**src/sv/wwkc_pkg.sv**
```systemverilog
`timescale 1ns / 1ps

package wwkc_pkg;

  // Configuration register indexes.
  typedef logic [2:0] cfg_index_t;

  localparam cfg_index_t CFG_KEYWORD_LENGTH  = 3'd0;
  localparam cfg_index_t CFG_KEYWORD_CHARS_0 = 3'd1;
  localparam cfg_index_t CFG_KEYWORD_CHARS_1 = 3'd2;
  localparam cfg_index_t CFG_KEYWORD_CHARS_2 = 3'd3;
  localparam cfg_index_t CFG_KEYWORD_CHARS_3 = 3'd4;

  // Keyword storage layout.
  localparam int unsigned CHAR_REGS     = 4;
  localparam int unsigned CHARS_PER_REG = 8;
  localparam int unsigned KEY_CHARS     = CHAR_REGS * CHARS_PER_REG;
  localparam int unsigned CFG_DATA_W    = 64;
  localparam int unsigned LENGTH_W      = 6;

  typedef logic [CFG_DATA_W-1:0] chars_reg_t;

  // State passed from one cell to the next: a partial match and whether
  // the byte in front of its first character is a letter of the token.
  typedef struct packed {
    logic match;
    logic left_letter;
  } link_t;

  function automatic logic is_letter(input logic [7:0] b);
    return ((b >= 8'h41) && (b <= 8'h5A)) || ((b >= 8'h61) && (b <= 8'h7A));
  endfunction

  function automatic logic is_separator(input logic [7:0] b);
    return ((b >= 8'h09) && (b <= 8'h0D)) || (b == 8'h20);
  endfunction

  function automatic logic [7:0] to_lower(input logic [7:0] b);
    return ((b >= 8'h41) && (b <= 8'h5A)) ? (b + 8'h20) : b;
  endfunction

endpackage

```
**src/sv/wwkc_cell.sv**
```systemverilog
`timescale 1ns / 1ps

// One cell of the matching row: tracks whether the keyword prefix that
// ends at its position matches the bytes seen so far in the token.
module wwkc_cell (
  input  logic            clk_i,
  input  logic            rst_ni,
  input  logic            step_en_i,
  input  logic            flush_en_i,
  input  logic [7:0]      byte_lc_i,
  input  logic [7:0]      expected_i,
  input  wwkc_pkg::link_t link_i,
  output wwkc_pkg::link_t step_o,
  output wwkc_pkg::link_t link_o
);

  wwkc_pkg::link_t link_d, link_q;

  // Value this cell takes on when the current byte joins the token.
  always_comb begin
    step_o.match       = link_i.match && (byte_lc_i == expected_i);
    step_o.left_letter = link_i.left_letter;
  end

  // A token end clears the cell; a token byte moves the chain along.
  always_comb begin
    link_d = link_q;
    if (flush_en_i) begin
      link_d = '0;
    end else if (step_en_i) begin
      link_d = step_o;
    end
  end

  always_ff @(posedge clk_i or negedge rst_ni) begin
    if (!rst_ni) begin
      link_q <= '0;
    end else begin
      link_q <= link_d;
    end
  end

  assign link_o = link_q;

endmodule

```
**src/sv/whole_word_keyword_counter.sv**
```systemverilog
`timescale 1ns / 1ps

// Whole-word keyword counter. Text arrives one byte per transaction. The
// block takes one byte every clock cycle as long as the count output is not
// held back; while a finished count waits to be taken, the input stalls. A
// row of MAX_KEYWORD cells, one per keyword character, tracks every partial
// match inside the current token and moves one place per byte, so each byte
// is judged in the cycle it is accepted. Letters are compared without
// regard to case, bytes 9 to 13 and 32 separate tokens, and only the
// leftmost occurrence in a token counts, when neither neighbor is a letter
// of the token. The count appears in the cycle after the byte marked
// end_of_text is accepted; it saturates at 2^COUNT_WIDTH - 1 and clears for
// the next text. There is no clearing pass after reset, and configuration
// must be written only while the block is idle.
module whole_word_keyword_counter #(
  parameter int unsigned MAX_KEYWORD = 32,
  parameter int unsigned COUNT_WIDTH = 32
) (
  input  logic                           clk_i,
  input  logic                           rst_ni,
  // Configuration write port.
  input  logic                           cfg_we_i,
  input  wwkc_pkg::cfg_index_t           cfg_index_i,
  input  logic [wwkc_pkg::CFG_DATA_W-1:0] cfg_data_i,
  // Text input.
  input  logic                           in_valid_i,
  output logic                           in_ready_o,
  input  logic [7:0]                     text_byte_i,
  input  logic                           end_of_text_i,
  // Count output.
  output logic                           out_valid_o,
  input  logic                           out_ready_i,
  output logic [31:0]                    keyword_total_o
);

  localparam int unsigned LEN_W = wwkc_pkg::LENGTH_W + 1;

  // Configuration registers.
  logic [wwkc_pkg::LENGTH_W-1:0] keyword_length_q;
  wwkc_pkg::chars_reg_t          keyword_chars_q [wwkc_pkg::CHAR_REGS];

  always_ff @(posedge clk_i or negedge rst_ni) begin
    if (!rst_ni) begin
      keyword_length_q <= wwkc_pkg::LENGTH_W'(1);
      for (int r = 0; r < wwkc_pkg::CHAR_REGS; r++) begin
        keyword_chars_q[r] <= '0;
      end
    end else if (cfg_we_i) begin
      unique case (cfg_index_i)
        wwkc_pkg::CFG_KEYWORD_LENGTH:  keyword_length_q   <= cfg_data_i[wwkc_pkg::LENGTH_W-1:0];
        wwkc_pkg::CFG_KEYWORD_CHARS_0: keyword_chars_q[0] <= cfg_data_i;
        wwkc_pkg::CFG_KEYWORD_CHARS_1: keyword_chars_q[1] <= cfg_data_i;
        wwkc_pkg::CFG_KEYWORD_CHARS_2: keyword_chars_q[2] <= cfg_data_i;
        wwkc_pkg::CFG_KEYWORD_CHARS_3: keyword_chars_q[3] <= cfg_data_i;
        default: ;
      endcase
    end
  end

  // Effective keyword length, limited to the number of cells.
  logic [LEN_W-1:0] len_eff;
  assign len_eff = ({1'b0, keyword_length_q} > LEN_W'(MAX_KEYWORD)) ?
                   LEN_W'(MAX_KEYWORD) : {1'b0, keyword_length_q};

  // Handshake and decoded input byte.
  logic       in_fire;
  logic       out_fire;
  logic       sep;
  logic       letter;
  logic [7:0] byte_lc;
  logic       step_en;
  logic       flush_en;

  assign in_ready_o = !out_valid_o || out_ready_i;
  assign in_fire    = in_valid_i && in_ready_o;
  assign out_fire   = out_valid_o && out_ready_i;
  assign sep        = wwkc_pkg::is_separator(text_byte_i);
  assign letter     = wwkc_pkg::is_letter(text_byte_i);
  assign byte_lc    = wwkc_pkg::to_lower(text_byte_i);
  assign step_en    = in_fire && !sep && !end_of_text_i;
  assign flush_en   = in_fire && (sep || end_of_text_i);

  // Letter status of the previous byte in this token.
  logic prev_letter_q;

  // Row of matching cells.
  wwkc_pkg::link_t chain_in  [MAX_KEYWORD];
  wwkc_pkg::link_t chain_q   [MAX_KEYWORD];
  wwkc_pkg::link_t chain_stp [MAX_KEYWORD];
  logic [MAX_KEYWORD-1:0] end_match;
  logic [MAX_KEYWORD-1:0] end_left;

  for (genvar i = 0; i < MAX_KEYWORD; i++) begin : g_cell
    logic [7:0] expected;

    if (i < wwkc_pkg::KEY_CHARS) begin : g_key
      assign expected = wwkc_pkg::to_lower(
        keyword_chars_q[i / wwkc_pkg::CHARS_PER_REG]
                       [8*(i % wwkc_pkg::CHARS_PER_REG) +: 8]);
    end else begin : g_zero
      assign expected = 8'h00;
    end

    if (i == 0) begin : g_head
      assign chain_in[i] = '{match: 1'b1, left_letter: prev_letter_q};
    end else begin : g_body
      assign chain_in[i] = chain_q[i-1];
    end

    wwkc_cell u_cell (
      .clk_i      (clk_i),
      .rst_ni     (rst_ni),
      .step_en_i  (step_en),
      .flush_en_i (flush_en),
      .byte_lc_i  (byte_lc),
      .expected_i (expected),
      .link_i     (chain_in[i]),
      .step_o     (chain_stp[i]),
      .link_o     (chain_q[i])
    );

    // Only the cell at the keyword's last character reports a full match.
    assign end_match[i] = chain_stp[i].match && (len_eff == LEN_W'(i + 1));
    assign end_left[i]  = chain_stp[i].left_letter && (len_eff == LEN_W'(i + 1));
  end

  logic full_match;
  logic left_bad;
  assign full_match = |end_match;
  assign left_bad   = |end_left;

  // Token bookkeeping and count update.
  logic                   settled_q, settled_d;
  logic                   pending_q, pending_d;
  logic                   prev_letter_d;
  logic                   bump;
  logic                   found;
  logic [COUNT_WIDTH-1:0] total_q, total_d, total_inc;
  logic                   out_valid_q, out_valid_d;
  logic [31:0]            out_total_q, out_total_d;

  always_comb begin
    found     = 1'b0;
    bump      = 1'b0;
    settled_d = settled_q;
    pending_d = pending_q;
    if (sep) begin
      bump      = pending_q;
      settled_d = 1'b0;
      pending_d = 1'b0;
    end else begin
      bump      = pending_q && !letter;
      found     = !settled_q && full_match;
      settled_d = settled_q || found;
      pending_d = found && !left_bad;
    end
    // The last byte also ends the token.
    if (end_of_text_i) begin
      bump      = bump || pending_d;
      settled_d = 1'b0;
      pending_d = 1'b0;
    end
    prev_letter_d = (sep || end_of_text_i) ? 1'b0 : letter;
    total_inc     = (bump && (total_q != '1)) ? total_q + COUNT_WIDTH'(1) : total_q;
  end

  // Result register: loads on the last byte, empties when taken.
  always_comb begin
    total_d     = total_q;
    out_valid_d = out_valid_q;
    out_total_d = out_total_q;
    if (out_fire) begin
      out_valid_d = 1'b0;
    end
    if (in_fire) begin
      if (end_of_text_i) begin
        total_d     = '0;
        out_valid_d = 1'b1;
        out_total_d = 32'(total_inc);
      end else begin
        total_d = total_inc;
      end
    end
  end

  always_ff @(posedge clk_i or negedge rst_ni) begin
    if (!rst_ni) begin
      settled_q     <= 1'b0;
      pending_q     <= 1'b0;
      prev_letter_q <= 1'b0;
      total_q       <= '0;
      out_valid_q   <= 1'b0;
    end else begin
      if (in_fire) begin
        settled_q     <= settled_d;
        pending_q     <= pending_d;
        prev_letter_q <= prev_letter_d;
      end
      total_q     <= total_d;
      out_valid_q <= out_valid_d;
    end
  end

  always_ff @(posedge clk_i) begin
    out_total_q <= out_total_d;
  end

  assign out_valid_o     = out_valid_q;
  assign keyword_total_o = out_total_q;

endmodule
```
**config.mk**
```make
export PLATFORM = sky130hd
export DESIGN_NAME = whole_word_keyword_counter
export DESIGN_NICKNAME = d
export VERILOG_FILES = /design/src/sv/wwkc_pkg.sv /design/src/sv/wwkc_cell.sv /design/src/sv/whole_word_keyword_counter.sv
export SDC_FILE = /design/constraint.sdc
export NUM_CORES = 1
export LEC_CHECK = 0
export ABC_CLOCK_PERIOD_IN_PS = 8600
export BUFFER_PORTS_ARGS = -buffer_cell sky130_fd_sc_hd__buf_2
export CAP_MARGIN = 30
export CORE_MARGIN = 10
export CORE_UTILIZATION = 40
export CTS_CLUSTER_SIZE = 8
export DETAILED_ROUTE_END_ITERATION = 10
export PLACE_DENSITY = 0.53
export SLEW_MARGIN = 25
export SYNTH_ARGS = -nofsm -noshare
export SYNTH_HDL_FRONTEND = slang
export SYNTH_SLANG_ARGS = --single-unit
```
**constraint.sdc**
```tcl
create_clock -name clk_i -period 8.6 [get_ports clk_i]
set_input_delay 1.72 -clock clk_i [delete_from_list [all_inputs] [get_ports clk_i]]
set_output_delay 1.72 -clock clk_i [all_outputs]
set_load 0.02 [all_outputs]
```
==> results by group, run 1 <==
Yosys
  • Dominant cell type by area after synthesis: dfrtp_1
  • Mapped Area: 23700 um2
  • Top FF cell, synth: dfrtp_1
  • Synth cell count leaders: dfrtp_1, mux2_2, nand2_1
  • Async set-reset flop share out of synthesis: 0.918
  • Seq/Total Area, Yosys: 0.422
  • Synth warn: 0
  • Synth Instances: 2319
  • Top-count cell post-synth: dfrtp_1
  • Share of the synthesized area in the top cell type: 0.380
  • Number of flops mapped to enable cells by yosys: 32
  • Flops & latches, synth: 392
  • Area contributors post-synth: dfrtp_1, mux2_2, xor2_1
  • Mean Syn Cell Area: 10.2 um2
  • Synth Net Count: 2435
  • Cell variety after synth: 101

Run
  • Max Cap Viol: 0

Run status
  • Status: completed

STA
  • Tcrit/Tclk final: 0.730
  • Slew HR: 0.295
  • Final setup fails: 0
  • Slew @ Worst Pin: 1.06 ns
  • TNS Setup: 0 ns
  • Tmin final: 6.27 ns
  • Final hold violation count: 0
  • WHS: 0.478 ns
  • Fmax: 0.159 GHz
  • RSZ-0062 raised after global routing: no
  • Setup Skew: 0.0334 ns
  • Final Max Tran Viols: 0

Setup path
  • CP max stage cell: a2111oi_0
  • Reg2reg start: keyword_chars_q[105]$_DFFE_PN0P_
  • CP Cell Sequence: buf_2 -> nand2_1 -> o21ai_2 -> a21o_1 -> a21oi_1 -> a2111o_1 -> a2111oi_0 -> o21ai_0 -> o221a_2 -> o22ai_1 -> or2_1 -> buf_4 -> nand3_1 -> a311o_1
  • Crit path required time: 9.10 ns
  • Critical path arrival: 6.78 ns
  • Startpoint Class: input port
  • Flop2flop setup slack: 3.80 ns
  • Crit path max fanout: 43
  • Slowest stage delay, CP: 0.78 ns
  • FF-to-FF path depth: 13
  • Worst Path Class, Setup: input port to flip-flop
  • Reg2reg end: total_q[25]$_DFFE_PN0P_
  • Critical Path End Type: flip-flop

Clock tree
  • Post-CTS Hold Buffers: 0
  • CTS Buf Count: 55
  • Root Driver: clkbuf_16
  • # H-tree levels: 2
  • Post-CTS Resized: 0
  • Clock Latency Late Sink: 0.63 ns
  • Sink Count: 392
  • CTS tree: yes
  • Clock slew at reported path FFs: 0.06 ns
  • Post-CTS Setup Repair Bufs: 0
  • Clk buf depth: 3

Placement
  • Placed Area: 25000 um2
  • PortBufs: 114
  • Routability cong.: 0.980
  • Dpl hpwl: 55500 um

Hold path
  • Hold Crit Depth: 2
  • HP Class: flip-flop to flip-flop
  • Hold EP: g_cell[28].u_cell.link_o[1]$_DFFE_PN0P_
  • Hold_sp: g_cell[28].u_cell.link_o[1]$_DFFE_PN0P_

Global routing
  • GRT Residual Overflow: 0
  • Global-route usage over all layers: 0.220
  • First-pass GRT wire length: 120000 um
  • Largest net degree at the start of global routing: 121
  • Initial antenna violation count: 2
  • Via count of the first global-routing pass: 19.1k

Floorplan
  • Die H: 263 um
  • Die X-Extent: 263 um
  • Die area: 69300 um2
  • I/O pins: 115
  • Starting Density: 0.402
  • Rows: 89
  • Core area: 58800 um2

Final layout
  • Layout cells sized above 1: 0.209
  • Post-route cell area: 26600 um2
  • Nets: 2519
  • Area delta synth->final: 12.4%
  • Filler cells: 5587

Drt
  • Antenna viol nets, final: 0
  • Vias: 19.2k
  • Post-DR vias/cell: 6.00
  • Wire per inst: 24.5 um
  • Initial DRC count: 1478
  • Routed WL: 78400 um
  • Router iterations before antenna repair: 5
  • DRC viols: 0

Power
  • VDD IR max: 179 uV
  • Pwr/cell area: 230 nW/um2
  • Leakage: 10.7 nW
final cells by class:
cell class	instances	area (um2)	area share
multi-input combinational	1756	13000	0.489
tap	773	967	0.0364
clock buffer	75	1450	0.0546
sequential	392	9970	0.375
timing repair buffer	152	953	0.0359
clock inverter	4	53.8	0.00202
antenna	1	2.50	0.0000942
inverter	46	173	0.00650
per-stage QoR:
step	setup WS, ns	cells	util	power [mW]
after CTS	2.42	3196	0.451	6.17
after floorplan	2.69	2319	-	3.60
after global routing	2.12	3198	0.452	6.46
after detailed placement	1.78	3117	0.425	4.14
after global placement	1.86	3113	0.424	4.07
final	2.33	3199	0.452	6.13
logic make-up after synthesis:
group | count (synthesis) | synth area share
buffers and inverters | 171 | 0.0315
DFF | 392 | 0.422
adders and majority gates | 35 | 0.0185
and+or+nand+nor | 758 | 0.168
xor gates and xnor gates | 239 | 0.0952
muxes | 249 | 0.118
AOI/OAI and AO/OA | 475 | 0.147
worst max-delay path: cells and delay by family:
| family | cells | cell delay [ns] |
|---|---|---|
| AO/OA/AOI/OAI | 9 | 3.54 |
| buffers and inverters | 2 | 0.88 |
| AND/OR/NAND/NOR | 3 | 0.57 |
how the worst max path moves through the flow:
stage	slack (ns)	endpoint	depth (start not counted)	from
after floorplan	2.69	total_q[6]$_DFFE_PN0P_	19	text_byte_i[5]
after global placement	1.86	total_q[21]$_DFFE_PN0P_	14	text_byte_i[3]
after detailed placement	1.78	total_q[25]$_DFFE_PN0P_	14	text_byte_i[3]
after CTS	2.42	total_q[25]$_DFFE_PN0P_	14	text_byte_i[3]
after global routing	2.12	total_q[25]$_DFFE_PN0P_	14	text_byte_i[3]
final	2.33	total_q[25]$_DFFE_PN0P_	14	text_byte_i[3]
metal layers:
layer	vias to the layer above	part of all wire	GRT usage
li1	8803	-	-
met1	9737	0.45	0.296
met2	530	0.48	0.368
met3	123	0.048	0.0288
met4	2	0.023	0.0572
met5	-	0.00011	0
cells in the final DEF, fill, tap and decap left out, types with 13 or more instances in the layout:
cell / instances
o31ai_1: 17
clkbuf_1: 20
a21oi_1: 59
or4_1: 14
xor2_1: 132
a22oi_1: 13
nand2b_1: 26
nor4_1: 52
nand2_1: 234
and3_1: 41
nand3b_1: 13
a21o_1: 16
nand3_1: 70
and2_1: 26
nand4_1: 22
mux2_2: 240
clkbuf_16: 55
inv_1: 44
nor3_1: 75
buf_2: 115
nor2_1: 81
xnor2_1: 95
dfrtp_1: 359
or3_1: 23
buf_4: 31
a31oi_1: 22
o22ai_1: 17
ha_1: 35
o41ai_1: 16
o21ai_0: 94
nor2b_1: 18
edfxtp_1: 32
o2111ai_1: 23
o221ai_1: 13
o211ai_1: 15
flip-flops by register name (all words and copies together) (netlist names):
| register | cells |
|---|---|
| keyword_length_q | 6 |
| pending_q | 1 |
| keyword_chars_q | 256 |
| settled_q | 1 |
| prev_letter_q | 1 |
| g_cell.u_cell.link_o | 62 |
| keyword_total_o | 32 |
| out_valid_o | 1 |
| total_q | 32 |
power breakdown:
group / switching, mW / internal (mW)
Sequential: 0.391 / 2.18
Combinational: 0.850 / 0.702
Clock: 0.843 / 1.16
Total: 2.08 / 4.04
(Power assumes the default switching activity.)
==> run 2: changes to the inputs <==
Settings changed: ABC_CLOCK_PERIOD_IN_PS 8600 to 5800.
Clock period 8.6 ns to 5.8 ns, I/O delays scaled along.
==> results by group, run 2 (synthesis gave the netlist of run 1 again) <==
Run status
  • Status: completed

Placement
  • Dpl ws: 0.185 ns (-1.59 ns)
  • Routability cong.: 0.978 (-0.19%)
  • Placed Area: 25200 um2 (+0.79%)
  • PortBufs: 114 (unchanged)
  • Dpl hpwl: 55500 um (+0.11%)

Global routing
  • Routing usage on met2: 0.359 (-0.00901)
  • Global-route usage over all layers: 0.215 (-0.00502)
  • Largest net degree at the start of global routing: 122 (+0.83%)
  • First-pass GRT wire length: 118000 um (-2.4%)
  • GRT Max-Usage Layer: met2
  • Initial antenna violation count: 2 (unchanged)
  • GRT Residual Overflow: 0 (unchanged)
  • Via count of the first global-routing pass: 19.3k (+1.3%)
  • Met3 global-route usage: 0.0423 (+0.0135)
  • M1 GR Usage: 0.272 (-0.0239)

Power
  • Leakage: 10.9 nW (+1.1%)
  • VDD IR max: 243 uV (+36%)
  • Pwr/cell area: 339 nW/um2 (+47%)

Floorplan
  • Die H: 263 um (unchanged)
  • Die X-Extent: 263 um (unchanged)
  • Starting Density: 0.402 (unchanged)
  • Rows: 89 (unchanged)
  • Core area: 58800 um2 (unchanged)
  • Die area: 69300 um2 (unchanged)
  • I/O pins: 115 (unchanged)

STA
  • Slew @ Worst Pin: 1.07 ns (+0.0169 ns)
  • Fmax: 0.196 GHz
  • Final setup fails: 0 (unchanged)
  • Setup Skew: 0.0211 ns (-0.0123 ns)
  • Setup WS post-layout: 0.699 ns (-1.63 ns)
  • TNS Setup: 0 ns (unchanged)
  • WHS: 0.475 ns (-0.00240 ns)
  • Tmin final: 5.10 ns
  • Tcrit/Tclk final: 0.879
  • RSZ-0062 raised after global routing: no
  • Slew HR: 0.279 (-0.0160)
  • Final Max Tran Viols: 0 (unchanged)
  • Final hold violation count: 0 (unchanged)

Final layout
  • # diodes: 0 (-1)
  • Most frequent cells in the layout: dfrtp_1, mux2_2, nand2_1
  • Layout cells sized above 1: 0.216 (+0.00711)
  • Largest register by flop count: keyword_chars_q
  • Post-route cell area: 26800 um2 (+0.72%)
  • Nets: 2542 (+0.91%)
  • Filler cells: 5652 (+1.2%)
  • Seq. cell area: 9970 um2 (unchanged)
  • Area delta synth->final: 13.2%
  • Max reg flops: 256 (unchanged)
  • Multi-input logic area: 13000 um2 (-0.15%)
  • Final core utilization: 0.455 (+0.00323)
  • Most common cell after layout, fill and taps aside: dfrtp_1

Clock tree
  • CTS Buf Count: 55 (unchanged)
  • Clk buf depth: 3 (unchanged)
  • # H-tree levels: 2 (unchanged)
  • Post-CTS Resized: 0 (unchanged)
  • Clock slew at reported path FFs: 0.06 ns (about the same)
  • CTS tree: yes
  • Clock Latency Late Sink: 0.62 ns (about the same)
  • Root Driver: clkbuf_16
  • Post-CTS Hold Buffers: 0 (unchanged)
  • Post-CTS Setup Repair Bufs: 0 (unchanged)
  • Sink Count: 392 (unchanged)

Drt
  • Vias: 19.2k (+0.20%)
  • DRC viols: 0 (unchanged)
  • Initial DRC count: 1324 (-10%)
  • Wire per inst: 23.9 um (-2.5%)
  • Post-DR vias/cell: 5.97 (-0.46%)
  • Routed WL: 77000 um (-1.8%)
  • Router iterations before antenna repair: 6 (+1)
  • Antenna viol nets, final: 0 (unchanged)

Setup path
  • Worst Path Class, Setup: input port to flip-flop
  • Startpoint Class: input port
  • Crit path required time: 6.30 ns (-2.80 ns)
  • Critical path arrival: 5.60 ns (-1.18 ns)
  • Critical Path End Type: flip-flop
  • Crit path max fanout: 10 (-77%)

Hold path
  • HP Class: flip-flop to flip-flop

Run
  • Max Cap Viol: 0 (unchanged)
## run 2: area by class of cell
type | count | share of cell area
Multi-Input combinational cell | 1756 | 0.485
Sequential cell | 392 | 0.372
Clock buffer | 75 | 0.0553
Timing Repair Buffer | 175 | 0.0426
Tap cell | 773 | 0.0361
Inverter | 46 | 0.00645
Clock inverter | 3 | 0.00182
## run 2: final timing paths
path                                                          from  cells after the start  slack (ns)                                 endpoint
max                                                 text_byte_i[1]                     15        0.70                  total_q[21]$_DFFE_PN0P_
min                        g_cell[22].u_cell.link_o[1]$_DFFE_PN0P_                      2        0.48  g_cell[22].u_cell.link_o[1]$_DFFE_PN0P_
min in group asynchronous                                   rst_ni                      1        0.50                  total_q[20]$_DFFE_PN0P_
min reg2reg                g_cell[22].u_cell.link_o[1]$_DFFE_PN0P_                      2        0.48  g_cell[22].u_cell.link_o[1]$_DFFE_PN0P_
max reg2reg                       keyword_chars_q[105]$_DFFE_PN0P_                     13        1.35                  total_q[25]$_DFFE_PN0P_
max in group asynchronous                                   rst_ni                      2        4.08         keyword_chars_q[230]$_DFFE_PN0P_
## run 2: metal layers
layer | wire [um] | vias to the layer above
met5 | 14 | -
met1 | 33000 | 9673
met4 | 2720 | 2
met2 | 36700 | 573
li1 | - | 8834
met3 | 4530 | 151
## run 2: through the flow
| stage | std cells | total power, mW |
|---|---|---|
| 2_1_floorplan | 2319 | 5.34 |
| 6_report | 3220 | 9.09 |
| 4_1_cts | 3218 | 9.15 |
| 5_1_grt | 3220 | 9.59 |
| 3_3_place_gp | 3138 | 6.04 |
| 3_5_place_dp | 3140 | 6.14 |
## run 2: critical path: stages
cell	delay, ns
buf_2	0.18
buf_4	0.27
nor2_1	0.10
o21ai_2	0.35
a21oi_4	0.21
xnor2_2	0.54
xor2_1	0.17
and4_1	0.18
a2111oi_0	0.40
buf_4	0.18
nand4_1	0.08
nor4_1	0.89
o31a_1	0.48
nor4_1	0.10
a311o_1	0.30
## run 2: power breakdown
| part | switching [mW] | leakage, nW | internal (mW) | total [mW] |
|---|---|---|---|---|
| clock | 1.22 | 0.744 | 1.75 | 2.97 |
| sequential | 0.572 | 4.80 | 3.23 | 3.81 |
| combinational | 1.26 | 5.32 | 1.05 | 2.31 |
| total | 3.05 | 10.9 | 6.04 | 9.09 |
